**config.mk**
```make
export PLATFORM = sky130hd
export DESIGN_NAME = iaal_cal_lane
export DESIGN_NICKNAME = d
export VERILOG_FILES = /design/src/hw/rtl/iaal_pkg.sv /design/src/hw/rtl/iaal_cal_lane.sv
export SDC_FILE = /design/constraint.sdc
export NUM_CORES = 1
export LEC_CHECK = 0
export BUFFER_PORTS_ARGS = -buffer_cell sky130_fd_sc_hd__buf_2
export CAP_MARGIN = 20
export CELL_PAD_IN_SITES_DETAIL_PLACEMENT = 1
export CELL_PAD_IN_SITES_GLOBAL_PLACEMENT = 2
export CORE_MARGIN = 1
export CORE_UTILIZATION = 27
export DETAILED_ROUTE_END_ITERATION = 10
export PLACE_DENSITY_LB_ADDON = 0.1
export SLEW_MARGIN = 10
export SYNTH_ARGS = -nofsm -noshare
export SYNTH_HDL_FRONTEND = slang
export SYNTH_SLANG_ARGS = --single-unit
export TNS_END_PERCENT = 5
```
**constraint.sdc**
```tcl
create_clock -name vclk -period 9.35
set_clock_uncertainty 0.05 [all_clocks]
set_input_delay 0.4675 -clock vclk [all_inputs]
set_output_delay 0.4675 -clock vclk [all_outputs]
set_load 0.02 [all_outputs]
```
**src/hw/rtl/iaal_pkg.sv**
```systemverilog
package iaal_pkg;

  localparam int unsigned SAMPLE_W = 16;
  localparam int unsigned FILT_W   = 32;
  localparam int unsigned MAP_W    = 9;
  localparam int unsigned CFG_IDX_W = 3;

  // register index codes on the config port
  localparam logic [CFG_IDX_W-1:0] CFG_AXIS_MAP       = 3'd0;
  localparam logic [CFG_IDX_W-1:0] CFG_GYRO_OFFSET_X  = 3'd1;
  localparam logic [CFG_IDX_W-1:0] CFG_GYRO_OFFSET_Y  = 3'd2;
  localparam logic [CFG_IDX_W-1:0] CFG_GYRO_OFFSET_Z  = 3'd3;
  localparam logic [CFG_IDX_W-1:0] CFG_ACCEL_OFFSET_X = 3'd4;
  localparam logic [CFG_IDX_W-1:0] CFG_ACCEL_OFFSET_Y = 3'd5;
  localparam logic [CFG_IDX_W-1:0] CFG_ACCEL_OFFSET_Z = 3'd6;

  localparam logic [MAP_W-1:0] AXIS_MAP_RESET = 9'd354;

  // map field: bits 1:0 source axis, bit 2 negate
  localparam logic [1:0] SRC_ZERO = 2'd3;

  // Q1.30 filter coefficients
  localparam logic signed [31:0] COEF_A1 = 32'sd2071735500;
  localparam logic signed [31:0] COEF_A2 = -32'sd1000494913;
  localparam int unsigned        COEF_B_W = 23;
  localparam logic signed [COEF_B_W-1:0] COEF_B = 23'sd2501237;

  localparam int unsigned ACC_W = 66;
  localparam logic signed [ACC_W-1:0] ROUND_HALF = 66'sd536870912;
  localparam int unsigned Q_SHIFT = 30;

  typedef struct packed {
    logic load;    // capture products for the item entering the filter
    logic step;    // item leaves the filter stage this cycle
    logic ready;   // that item carries data_ready
    logic primed;  // history already loaded
  } filt_ctrl_t;

endpackage

```
**src/hw/rtl/iaal_cal_lane.sv**
```systemverilog
module iaal_cal_lane (
  input  logic signed [iaal_pkg::SAMPLE_W-1:0] src_x,
  input  logic signed [iaal_pkg::SAMPLE_W-1:0] src_y,
  input  logic signed [iaal_pkg::SAMPLE_W-1:0] src_z,
  input  logic [2:0]                           field,
  input  logic signed [iaal_pkg::SAMPLE_W-1:0] offset,
  output logic signed [iaal_pkg::SAMPLE_W-1:0] cal
);

  logic signed [iaal_pkg::SAMPLE_W:0]   pick;
  logic signed [iaal_pkg::SAMPLE_W:0]   val;
  logic signed [iaal_pkg::SAMPLE_W+1:0] sum;

  always_comb begin
    unique case (field[1:0])
      2'd0:               pick = (iaal_pkg::SAMPLE_W+1)'(src_x);
      2'd1:               pick = (iaal_pkg::SAMPLE_W+1)'(src_y);
      2'd2:               pick = (iaal_pkg::SAMPLE_W+1)'(src_z);
      iaal_pkg::SRC_ZERO: pick = '0;
      default:            pick = '0;
    endcase
    // 17 bits so that negating -32768 stays exact
    val = field[2] ? -pick : pick;
    sum = (iaal_pkg::SAMPLE_W+2)'(val) + (iaal_pkg::SAMPLE_W+2)'(offset);
    if (sum[iaal_pkg::SAMPLE_W+1:iaal_pkg::SAMPLE_W-1] == 3'b000 ||
        sum[iaal_pkg::SAMPLE_W+1:iaal_pkg::SAMPLE_W-1] == 3'b111) begin
      cal = sum[iaal_pkg::SAMPLE_W-1:0];
    end else if (sum[iaal_pkg::SAMPLE_W+1]) begin
      cal = {1'b1, {(iaal_pkg::SAMPLE_W-1){1'b0}}};
    end else begin
      cal = {1'b0, {(iaal_pkg::SAMPLE_W-1){1'b1}}};
    end
  end

endmodule

```
Word level (Yosys, flattened, before mapping)
Index checks and enable logic that the tools add are counted.
{"block": "totals", "in_bits": 67, "mem_bits_ro": 0, "register_bits": 0, "latch_bits": 0, "wordCells": 13, "memories": 0, "mem_bits_rw": 0, "out_inout_bits": 16}
{"block": "op_classes", "n_eq_ne": 4, "add_sub_neg": 2, "div": 0, "shifts": 0, "n_bitwise": 0, "muxes": 4, "n_mul": 0, "magnitude_cmp": 0, "reduce_logical": 3}
{"operator": "17-bit case mux with 4 select lines", "count": 1}
{"operator": "16-bit 2-to-1 mux", "count": 2}
{"operator": "17-bit by 16-bit adder with 18-bit output", "count": 1}
{"operator": "17-bit 2-to-1 mux", "count": 1}
{"operator": "17-bit negator", "count": 1}
{"operator": "2-bit == test (second input constant)", "count": 2}
{"operator": "3-bit == test (second input constant)", "count": 1}
{"operator": "3-bit zero test", "count": 1}
{"operator": "2-bit by 1-bit == test with 1-bit output (second input constant)", "count": 1}
{"operator": "2-bit zero test", "count": 1}
{"operator": "1-bit logical OR", "count": 1}

Longest topological paths before layout
{"block": "depth", "ltp_word": 8, "mapped_depth": 21}

Worst setup path after synthesis
Ideal clock, no wire load.
{"block": "synth_path", "kind": "input to output", "from": "in field[1]", "to": "out cal[12] in the netlist's numbering", "path_stages": 16, "n_path_buf": 2, "arrival_ns": 4.474, "slack_ns": 4.359, "cell_sequence": "buf_2 > buf_2 > mux2i_1 > nor2_1 > a21oi_1 > nand2_1 > o41ai_1 > xnor2_1 > ha_1 > and2_1 > nand3_1 > a211oi_1 > nor3_1 > o31ai_4 > nand2_1 > o311ai_0"}
{"block": "synth_via", "elab_chain_len": 8}
{"item": "from (decl)", "line_no": "iaal_cal_lane.sv:5", "source": "input logic [2:0] field,"}
{"item": "2-bit == test, or another cell as far along", "line_no": "iaal_cal_lane.sv:15", "source": "unique case (field[1:0])"}
{"item": "17-bit case mux with 4 select lines (*)", "line_no": "iaal_cal_lane.sv:15"}
{"item": "17-bit negator", "line_no": "iaal_cal_lane.sv:23", "source": "val = field[2] ? -pick : pick;"}
{"item": "17-bit 2-to-1 mux (*)", "line_no": "iaal_cal_lane.sv:23"}
{"item": "17-bit by 16-bit adder with 18-bit output (*)", "line_no": "iaal_cal_lane.sv:24", "source": "sum = (iaal_pkg::SAMPLE_W+2)'(val) + (iaal_pkg::SAMPLE_W+2)'(offset);"}
{"item": "3-bit == test or 3-bit zero test (tied branches)", "line_no": "iaal_cal_lane.sv:26, iaal_cal_lane.sv:25"}
{"item": "1-bit logical OR", "line_no": "iaal_cal_lane.sv:25", "source": "if (sum[iaal_pkg::SAMPLE_W+1:iaal_pkg::SAMPLE_W-1] == 3'b000 ||"}
{"item": "16-bit 2-to-1 mux (*)", "line_no": "iaal_cal_lane.sv:25"}
{"item": "to (decl)", "line_no": "iaal_cal_lane.sv:7", "source": "output logic signed [iaal_pkg::SAMPLE_W-1:0] cal"}
Every way passes the cells marked *; elsewhere a longest branch is shown, timed or not.

Final worst setup path
{"block": "layout_path", "from": "in field[1]", "to": "out cal[10] in the netlist's numbering"}
The elaborated chain is that of the path after synthesis.

==> flow_summary.json <==
{
  "core.rowCount": 29,
  "synth_cells": 262,
  "cp_slowest_cell": "a22oi_2",
  "arrival_ns": 5.23,
  "tightest_slew_ns": 0.982,
  "die-width_um": 83.5,
  "syn_avg_cell_area_um2": 6.84,
  "rsz0062_at_grt": "false",
  "nFillCells": 873,
  "num-clock-buffers": 0,
  "die-area_um2": 6970,
  "antenna_found_initial": 0,
  "wl_per_cell_um": 14.3,
  "hold_viol_final": 0,
  "dpl-instance-area_um2": 2240,
  "synth_cell_types": 51,
  "drc": 0,
  "grt_usage": 0.162,
  "synth_largest_area_cell": "ha_1",
  "dr_total_vias": 2137,
  "critPathMaxFanout": 17,
  "p_leak_uw": 0.00106,
  "io_buffers": 83,
  "yosysSeqAreaShare": 0,
  "synthesis.nets": 349,
  "syn_to_final_growth_pct": 25.2,
  "cp_common_cell": "nand3_1",
  "ir_drop_mv": 0.0839,
  "endpoint_kind": "primary output",
  "synth_top_area_frac": 0.133,
  "design.seq.count": 0,
  "num_antenna_cells": 0,
  "final_area_um2": 2240,
  "grt_max_degree": 19,
  "critPathMaxStageDelay_ns": 0.61,
  "start_util": 0.281,
  "ant_nets": 0,
  "path_class": "primary input to primary output",
  "setup_viol": 0,
  "fin_crit_ns": 5.75,
  "post-route-period-util": 0.615,
  "netlist_area_um2": 1790,
  "coreArea_um2": 6390,
  "postCtsSetupBuffers": 0,
  "drtIter0Drc": 66,
  "finalWirelength_mm": 5.85,
  "seqCellArea_um2": 0,
  "drv_slew": 0,
  "drive_gt1_frac": 0.276,
  "die_h_um": 83.5,
  "finalSetupTns_ns": 0,
  "hold_buffers": 0,
  "min_path_type": "primary input to primary output",
  "cp_top_family": "compound AO/OA/AOI/OAI gates",
  "gp_congestion": 0.768,
  "post_cts_resize_count": 0,
  "ios": 83,
  "slew_headroom": 0.344,
  "hpwl_mm": 5.17,
  "maxCapViolCount": 0,
  "critPathLaunchType": "primary input",
  "run_status": "completed",
  "crit_chain": "buf_2 -> nor2b_1 -> a2bb2oi_1 -> nand3_1 -> nor4_2 -> nand3_1 -> o31ai_1 -> xnor2_1 -> ha_1 -> and2_1 -> nand3_1 -> or3_1 -> o221ai_2 -> xor2_2 -> a22oi_2 -> o21ai_0 -> buf_2",
  "max_freq_mhz": 174,
  "dr.pass1.iters": 4,
  "cp.buffers_inverters": 2,
  "yosys_warnings": 0,
  "cp.required_ns": 8.83,
  "multiInputGateArea_um2": 1700,
  "synth_area_leaders": "ha_1 (13%), mux2i_1 (9.5%), a21oi_1 (8.4%), o21ai_0 (6.7%), nand2_1 (6.5%)",
  "grt_pass1_wl_mm": 9.63,
  "grt_pass1_vias": 2069,
  "gr-total-overflow": 0,
  "power_density_nw_per_um2": 149,
  "nets": 422,
  "vias_per_cell": 5.21
}
cell usage in the layout (no fill, tap or decap), types with 3 or more instances in the layout:
cell type and count:
nor3_1 4, ha_1 19, inv_1 9, and3_1 3, nand2_1 31, a21oi_1 30
nor2_1 16, a2bb2oi_1 6, nand3_1 9, nor2b_1 4, xor2_1 12, a21o_1 5
mux2i_1 17, nand4_1 3, buf_2 83, xnor2_1 13, a31oi_1 3, o21ai_0 24
and2_1 4
metal layers:
layer / GRT usage / up-vias / share of wire
met5: 0 / - / 0
met1: 0.229 / 964 / 0.50
met3: 0.0138 / 0 / 0.053
met2: 0.284 / 60 / 0.45
met4: 0 / 0 / 0
li1: - / 1113 / -
cells in the mapped netlist, types with 2 or more instances:
cell	number
inv_1	9
o31ai_1	2
nor2_1	16
o41ai_1	2
nor3_1	4
or4_1	2
nand2_1	31
and2_1	4
o311ai_0	2
o31a_1	2
a21oi_1	30
ha_1	19
nand3b_1	2
a21o_1	5
o211ai_1	2
buf_2	6
mux2i_1	17
a2bb2oi_1	6
a31oi_1	3
nand3_1	9
xnor2_1	13
nor2b_1	4
or3_1	2
nand4_1	3
o21ai_0	24
and3_1	3
clkbuf_1	5
xor2_1	12
path summary, 6_finish.rpt:
path	from	endpoint	slack, ns	cells after the start
max	field[1]	cal[10]	3.60	17
min	offset[0]	cal[0]	1.39	5
report_power, final:
group,internal [µW],total [µW],switching (µW)
logic,126,334,208
clock network,0,0,0
registers,0,0,0
layout make-up:
type / instances / share of cell area
timing repair buffer: 83 / 0.185
multi-input combinational: 241 / 0.757
inverter: 9 / 0.0151
tap: 77 / 0.0429
cells by family (layout without fill, tap and decap cells):
kind of cell / Yosys count / count (layout) / synth area share
buf+inv: 21 / 92 / 0.0523
fa+ha+maj: 20 / 20 / 0.144
xor+xnor: 26 / 26 / 0.131
compound gates: 91 / 91 / 0.340
simple gates: 87 / 87 / 0.238
mux: 17 / 17 / 0.0949
through the flow:
step | utilization | total power (µW) | hold WS, ns | std cells | worst slack [ns]
after floorplan | - | 245 | 1.27 | 262 | 4.36
after global placement | 0.351 | 336 | 1.41 | 410 | 3.54
after detailed placement | 0.351 | 337 | 1.40 | 410 | 3.51
after CTS | 0.351 | 338 | 1.40 | 410 | 3.51
after global routing | 0.351 | 368 | 1.44 | 410 | 3.08
final | 0.351 | 334 | 1.39 | 410 | 3.60
(Power assumes the default switching activity.)
