`config.mk`:
```
export PLATFORM = sky130hd
export DESIGN_NAME = iaal_filt_lane
export DESIGN_NICKNAME = d
export VERILOG_FILES = /design/src/hw/rtl/iaal_pkg.sv /design/src/hw/rtl/iaal_filt_lane.sv
export SDC_FILE = /design/constraint.sdc
export NUM_CORES = 2
export LEC_CHECK = 0
export BUFFER_PORTS_ARGS = -buffer_cell sky130_fd_sc_hd__buf_2
export CELL_PAD_IN_SITES_DETAIL_PLACEMENT = 1
export CELL_PAD_IN_SITES_GLOBAL_PLACEMENT = 1
export CORE_MARGIN = 10
export CORE_UTILIZATION = 35
export CTS_CLUSTER_SIZE = 14
export DETAILED_ROUTE_END_ITERATION = 8
export PLACE_DENSITY_LB_ADDON = 0.1
export SLEW_MARGIN = 20
export SYNTH_ARGS = -nofsm -noshare
export SYNTH_HDL_FRONTEND = slang
export SYNTH_SLANG_ARGS = --single-unit
```
`constraint.sdc`:
```
create_clock -name clk -period 11.7 [get_ports clk]
set_input_delay 2.34 -clock clk [delete_from_list [all_inputs] [get_ports clk]]
set_output_delay 2.34 -clock clk [all_outputs]
set_load 0.03 [all_outputs]
```
`src/hw/rtl/iaal_pkg.sv`:
```
package iaal_pkg;

  localparam int unsigned SAMPLE_W = 16;
  localparam int unsigned FILT_W   = 32;
  localparam int unsigned MAP_W    = 9;
  localparam int unsigned CFG_IDX_W = 3;

  // register index codes on the config port
  localparam logic [CFG_IDX_W-1:0] CFG_AXIS_MAP       = 3'd0;
  localparam logic [CFG_IDX_W-1:0] CFG_GYRO_OFFSET_X  = 3'd1;
  localparam logic [CFG_IDX_W-1:0] CFG_GYRO_OFFSET_Y  = 3'd2;
  localparam logic [CFG_IDX_W-1:0] CFG_GYRO_OFFSET_Z  = 3'd3;
  localparam logic [CFG_IDX_W-1:0] CFG_ACCEL_OFFSET_X = 3'd4;
  localparam logic [CFG_IDX_W-1:0] CFG_ACCEL_OFFSET_Y = 3'd5;
  localparam logic [CFG_IDX_W-1:0] CFG_ACCEL_OFFSET_Z = 3'd6;

  localparam logic [MAP_W-1:0] AXIS_MAP_RESET = 9'd354;

  // map field: bits 1:0 source axis, bit 2 negate
  localparam logic [1:0] SRC_ZERO = 2'd3;

  // Q1.30 filter coefficients
  localparam logic signed [31:0] COEF_A1 = 32'sd2071735500;
  localparam logic signed [31:0] COEF_A2 = -32'sd1000494913;
  localparam int unsigned        COEF_B_W = 23;
  localparam logic signed [COEF_B_W-1:0] COEF_B = 23'sd2501237;

  localparam int unsigned ACC_W = 66;
  localparam logic signed [ACC_W-1:0] ROUND_HALF = 66'sd536870912;
  localparam int unsigned Q_SHIFT = 30;

  typedef struct packed {
    logic load;    // capture products for the item entering the filter
    logic step;    // item leaves the filter stage this cycle
    logic ready;   // that item carries data_ready
    logic primed;  // history already loaded
  } filt_ctrl_t;

endpackage

```
`src/hw/rtl/iaal_filt_lane.sv`:
```
module iaal_filt_lane (
  input  logic                                 clk,
  input  logic                                 rst,
  input  iaal_pkg::filt_ctrl_t                 ctrl,
  input  logic signed [iaal_pkg::SAMPLE_W-1:0] x_in,
  output logic signed [iaal_pkg::FILT_W-1:0]   y_next
);

  localparam int unsigned PB_W = iaal_pkg::COEF_B_W + iaal_pkg::SAMPLE_W;
  localparam int unsigned ACC_W = iaal_pkg::ACC_W;

  logic signed [iaal_pkg::FILT_W-1:0]   hist_newer;
  logic signed [iaal_pkg::FILT_W-1:0]   hist_older;
  logic signed [2*iaal_pkg::FILT_W-1:0] p1;
  logic signed [2*iaal_pkg::FILT_W-1:0] p2;
  logic signed [PB_W-1:0]               p3;
  logic signed [iaal_pkg::SAMPLE_W-1:0] xm;

  logic signed [iaal_pkg::FILT_W-1:0]         x_q16;
  logic signed [ACC_W-1:0]                    acc;
  logic signed [ACC_W-iaal_pkg::Q_SHIFT-1:0]  r;
  logic signed [iaal_pkg::FILT_W-1:0]         y_sat;

  // products for the item entering the stage
  always_ff @(posedge clk) begin
    if (ctrl.load) begin
      p1 <= (2*iaal_pkg::FILT_W)'(iaal_pkg::COEF_A1) * (2*iaal_pkg::FILT_W)'(hist_newer);
      p2 <= (2*iaal_pkg::FILT_W)'(iaal_pkg::COEF_A2) * (2*iaal_pkg::FILT_W)'(hist_older);
      p3 <= PB_W'(iaal_pkg::COEF_B) * PB_W'(x_in);
      xm <= x_in;
    end
  end

  always_comb begin
    x_q16 = $signed({xm, {(iaal_pkg::FILT_W-iaal_pkg::SAMPLE_W){1'b0}}});
    acc = ACC_W'(p1) + ACC_W'(p2)
        + ACC_W'($signed({p3, {(iaal_pkg::FILT_W-iaal_pkg::SAMPLE_W){1'b0}}}))
        + iaal_pkg::ROUND_HALF;
    r = acc[ACC_W-1:iaal_pkg::Q_SHIFT];   // floor shift
    if (r[ACC_W-iaal_pkg::Q_SHIFT-1:iaal_pkg::FILT_W-1] == '0 ||
        r[ACC_W-iaal_pkg::Q_SHIFT-1:iaal_pkg::FILT_W-1] == '1) begin
      y_sat = r[iaal_pkg::FILT_W-1:0];
    end else if (r[ACC_W-iaal_pkg::Q_SHIFT-1]) begin
      y_sat = {1'b1, {(iaal_pkg::FILT_W-1){1'b0}}};
    end else begin
      y_sat = {1'b0, {(iaal_pkg::FILT_W-1){1'b1}}};
    end
    if (!ctrl.ready) begin
      y_next = hist_newer;
    end else if (!ctrl.primed) begin
      y_next = x_q16;
    end else begin
      y_next = y_sat;
    end
  end

  always_ff @(posedge clk) begin
    if (rst) begin
      hist_newer <= '0;
      hist_older <= '0;
    end else if (ctrl.step && ctrl.ready) begin
      hist_newer <= y_next;
      hist_older <= ctrl.primed ? hist_newer : x_q16;
    end
  end

endmodule

```
* Word level (Yosys, flattened, before mapping) *
Index checks and enable logic that the tools add are counted.

storage, ports and cells
  register bits after elaboration = 244
  input port bits = 22
  output and inout port bits = 32
  logic and storage cells = 21

cells by class
  $add $sub $neg = 3
  $mul = 3
  equal/unequal tests = 1
  muxes and demuxes = 5
  reduce and logical (&&, ||, !) cells = 3

operators by type and width
  kind                      number
  $mux W32                  5
  $add A65 B55 Y66          1
  $add A66 B31 Y66 const B  1
  $add A64 B63 Y65          1
  $mul A31 B32 Y63 const A  1
  $mul A30 B32 Y62 const A  1
  $mul A23 B16 Y39 const A  1
  $eq A5 B5 Y1 const B      1
  $logic_not A5 Y1          1
  $logic_and A1 B1 Y1       1
  $logic_or A1 B1 Y1        1

* Longest topological paths before layout *
  word-level depth = 8
  mapped depth = 30
  gate-level depth less buffers = 28

* Worst setup path after synthesis *
OpenSTA, ideal clock, no wires.

  kind = reg-to-reg
  start point = register hist_older[31] (netlist bit)
  end point = register p2[61] (netlist bit) (data pin)
  library setup time = 0.259 ns
  arrival = 8.690 ns
  data required time = 11.441 ns
  slack = 2.751 ns
  cell stages (with the launch flop) = 24
  buffers on the path = 2
  clock period less this slack = 8.949 ns
  path through = dfxtp_1 > clkbuf_1 > inv_1 > clkbuf_1 > fa_1 > inv_1 > ha_1 > fa_1 > fa_1 > fa_1 > fa_1 > inv_1 > fa_1 > inv_1 > ha_1 > and3_1 > nand3_1 > or4_1 > o211a_1 > o21ai_0 > a31oi_1 > o21ai_0 > a41oi_1 > xnor2_1

between the ends
  longest elaborated chain between the ends = 1

ends and longest elaborated chain
  element                 RTL line              RTL
  from (decl)             iaal_filt_lane.sv:13  logic signed [iaal_pkg::FILT_W-1:0] hist_older;
  from (signal assigned)  iaal_filt_lane.sv:63  hist_older <= ctrl.primed ? hist_newer : x_q16;
  $mul A31 B32 Y63        iaal_filt_lane.sv:28  p2 <= (2*iaal_pkg::FILT_W)'(iaal_pkg::COEF_A2) * (2*iaal_pkg::FILT_W)'(hist_older);
  to (signal assigned)    iaal_filt_lane.sv:28
  to (decl)               iaal_filt_lane.sv:15  logic signed [2*iaal_pkg::FILT_W-1:0] p2;

No other way between the ends.
A chain may end at the register's enable or synchronous reset.

* Worst setup path in the final report *
  start point = register p1[28] (netlist bit)
  end point = output port y_next[23] (netlist bit)

between the ends
  longest elaborated chain between the ends = 8
  elaborated cells on any way between the ends = 10
  those cells by class = add/sub: 3; eq/ne: 1; mux: 4; reduce/logical: 2

ends and longest elaborated chain
  element                                                  RTL line                                    RTL
  from (decl)                                              iaal_filt_lane.sv:14                        logic signed [2*iaal_pkg::FILT_W-1:0] p1;
  from (signal assigned)                                   iaal_filt_lane.sv:27                        p1 <= (2*iaal_pkg::FILT_W)'(iaal_pkg::COEF_A1) * (2*iaal_pkg::FILT_W)'(hist_newer);
  $add A64 B63 Y65 *                                       iaal_filt_lane.sv:36                        acc = ACC_W'(p1) + ACC_W'(p2)
  $add A65 B55 Y66 *                                       iaal_filt_lane.sv:37                        + ACC_W'($signed({p3, {(iaal_pkg::FILT_W-iaal_pkg::SAMPLE_W){1'b0}}}))
  $add A66 B31 Y66 *                                       iaal_filt_lane.sv:38                        + iaal_pkg::ROUND_HALF;
  $eq A5 B5 Y1 / $logic_not A5 Y1 (equally long branches)  iaal_filt_lane.sv:41, iaal_filt_lane.sv:40
  $logic_or A1 B1 Y1                                       iaal_filt_lane.sv:40                        if (r[ACC_W-iaal_pkg::Q_SHIFT-1:iaal_pkg::FILT_W-1] == '0 ||
  $mux W32 *                                               iaal_filt_lane.sv:40
  $mux W32 *                                               iaal_filt_lane.sv:50                        end else if (!ctrl.primed) begin
  $mux W32 *                                               iaal_filt_lane.sv:48                        if (!ctrl.ready) begin
  to (decl)                                                iaal_filt_lane.sv:6                         output logic signed [iaal_pkg::FILT_W-1:0] y_next

Every way passes the cells marked *; elsewhere a longest branch is shown, timed or not.

==> impl_metrics.toml <==
[global_routing]
overflow = 0
grt_pass1_vias = 45600
grt_max_degree = 146
grt_pass1_wl_um = 308000
antenna_found_initial = 6
grt.busiest_layer = "met2"
grt_use_met1 = 0.323
met2_usage = 0.365
grt_use_met3 = 0.0199
grt_use_total = 0.223

[critical_path]
path_max_fanout = 24
crit_chain = "fa_1 > fa_1 > ha_1 > a21oi_1 > o21ai_1 > a211oi_1 > a211oi_1 > o311ai_1 > a21oi_1 > or3_1 > a211o_1 > nand3b_1 > nand3_1 > nand3_1 > buf_2"
cp.arrival_ns = 7.57
endpoint_kind = "primary output"
critical_path_class = "flop to primary output"
slowest_stage = "nand3_1"
worst_setup_path_start_kind = "flop"
critPathMaxStageDelay_ns = 1.07
crit_buf_inv = 1
crit_required_ns = 9.36
path_delay_family = "simple AND/OR/NAND/NOR gates"

[yosys]
synth_seq_area_share = 0.112
syn_nets = 7971
syn_area_um2 = 58800
synthCells = 5839
async_reset_ff_frac = 0
yosysWarnings = 0
synth_edf_count = 176
syn_avg_cell_area_um2 = 10.1
ys_ff_latch = 240
ys_types = 72
synth-main-ff-cell = "edfxtp_1"

[run_status]
status = "finished, final reports clean"

[sta]
worst_slew_pin_slew_ns = 1.09
post-route-period-util = 0.847
fmax_mhz = 101
fin_setup_tns_ns = 0
finClkSkew_ns = 0.0421
relSlewSlack = 0.272
finalHoldViolations = 0
period_minus_slack_ns = 9.91
finalMaxSlewViolations = 0
rsz0062_at_grt = "no"
setup_viol = 0

[floorplan]
coreArea_um2 = 167000
initial_core_util = 0.352
die_w_um = 430
die_y_um = 430
rows = 150
dieArea_um2 = 185000
io_pins = 54

[drt]
drt-total-wl_um = 205000
vias = 40900
drt_iter0_drc = 2393
antenna_left = 0
wire_per_inst_um = 25.3
drc = 0
drt_first_pass_iters = 8
routed_via_density = 5.05

[cells_and_area]
syn2layout_area_growth_pct = 6.69
nNetsFinal = 7998
drive_gt1_frac = 0.0296
n_fill_cell = 18900

[clock_tree]
clock_latency_ns = 0.61
numCtsBuffers = 27
cts-root-buf = "clkbuf_16"
clock_path_buffers = 3
post_cts.repair.setup_buffers = 0
clkSinkCount = 240
cts_tree = "done"
htreeDepth = 1
cts.repair.resized = 0
holdBufCountCts = 0
clkTransAtPathRegs_ns = 0.07

[placement]
place_congestion = 0.928
place_hpwl_um = 183000
port_buffers = 53

[run]
cap_violations = 0

[worst_hold_path]
hp-class = "flop to flop"
cells by family (layout without fill, tap and decap cells):
family / after synthesis / after routing / share of synthesized area
DFF: 240 / 240 / 0.112
buffers and inverters: 1659 / 1707 / 0.106
muxes: 9 / 9 / 0.00155
adders and majority gates: 2111 / 2111 / 0.592
other: 0 / 3 / 0
AOI/OAI and AO/OA: 879 / 879 / 0.0940
xor gates and xnor gates: 263 / 263 / 0.0392
and+or+nand+nor: 678 / 678 / 0.0548
tightest hold or removal path: cells and delay by family, from the launching register on:
kind | cells | cell delay [ns]
compound gates | 1 | 0.07
simple gates | 1 | 0.08
flops | 1 | 0.34
area by class of cell:
| type | count | area [µm²] | area share |
|---|---|---|---|
| Clock inverter | 17 | 191 | 0.00305 |
| Antenna cell | 3 | 7.51 | 0.000120 |
| Tap cell | 2204 | 2760 | 0.0440 |
| Multi-Input combinational cell | 3940 | 46000 | 0.733 |
| Timing Repair Buffer | 99 | 632 | 0.0101 |
| Clock buffer | 33 | 718 | 0.0115 |
| Inverter | 1558 | 5850 | 0.0933 |
| Sequential cell | 240 | 6570 | 0.105 |
path summary, 6_finish.rpt:
kind	endpoint	depth (start not counted)	slack [ns]	from
worst max register to register	p2[61]	23	2.32	hist_older[30]
worst max-delay path	y_next[23]	15	1.79	p1[28]
worst min-delay path	hist_older[13]	2	0.52	hist_older[13]
worst min register to register	hist_older[13]	2	0.52	hist_older[13]
registers in the layout, summed over array words and instances (netlist names):
name and flops:
p1 62, p2 61, p3 39, hist_newer 32
hist_older 32, xm 14
cells in the mapped netlist (all sizes together) (6+ instances only):
master	instances	area (µm²)
o21bai	46	345
and4	13	114
o22ai	23	144
nor4	7	43.8
or3	15	93.8
nand2b	25	156
clkbuf	84	315
mux2i	8	80.1
nor2	175	657
nor3	32	160
o21a	21	158
edfxtp	176	5290
o311ai	6	52.6
and3	26	163
xnor2	175	1530
a211oi	22	165
a21boi	15	113
dfxtp	64	1280
or2	14	87.6
and2	16	100
a31oi	39	244
a311oi	20	181
nand4	46	288
a22oi	17	128
a21oi	281	1410
nand3	69	350
fa	1119	22400
o21ai	171	856
nor2b	22	138
ha	991	12400
o31ai	13	97.6
o211ai	17	128
xor2	88	771
inv	1557	5840
a21o	131	983
nand2	205	769
buf	17	80.1
o2111ai	7	61.3
placed cells by master, fill, tap and decap left out, types with 25 or more instances in the layout:
cell	n
a21o_1	131
a21oi_1	281
a31oi_1	38
and3_1	26
buf_2	52
buf_4	45
clkbuf_16	27
dfxtp_1	62
edfxtp_1	176
fa_1	1119
ha_1	991
inv_1	1556
nand2_1	204
nand2b_1	25
nand3_1	68
nand4_1	46
nor2_1	175
nor3_1	32
o21ai_0	151
o21bai_1	46
xnor2_1	175
xor2_1	88
routing by layer:
layer	up-vias	share of wire
met3	149	0.038
met5	-	0
li1	18600	-
met2	744	0.46
met1	21400	0.48
met4	0	0.021
metrics by stage:
stage	hold slack (ns)	cell area, µm²	setup slack [ns]	util	std cells
5_1_grt	0.547	62700	1.58	0.375	8091
3_5_place_dp	0.501	61800	2.25	0.370	8041
2_1_floorplan	0.540	58800	2.75	-	5839
3_3_place_gp	0.489	61800	2.36	0.370	8041
6_report	0.517	62700	1.79	0.375	8094
4_1_cts	0.521	62700	1.94	0.375	8091
Power is not shown: default switching activity piles up to over one toggle a cycle in this logic, so the estimate is an artifact.
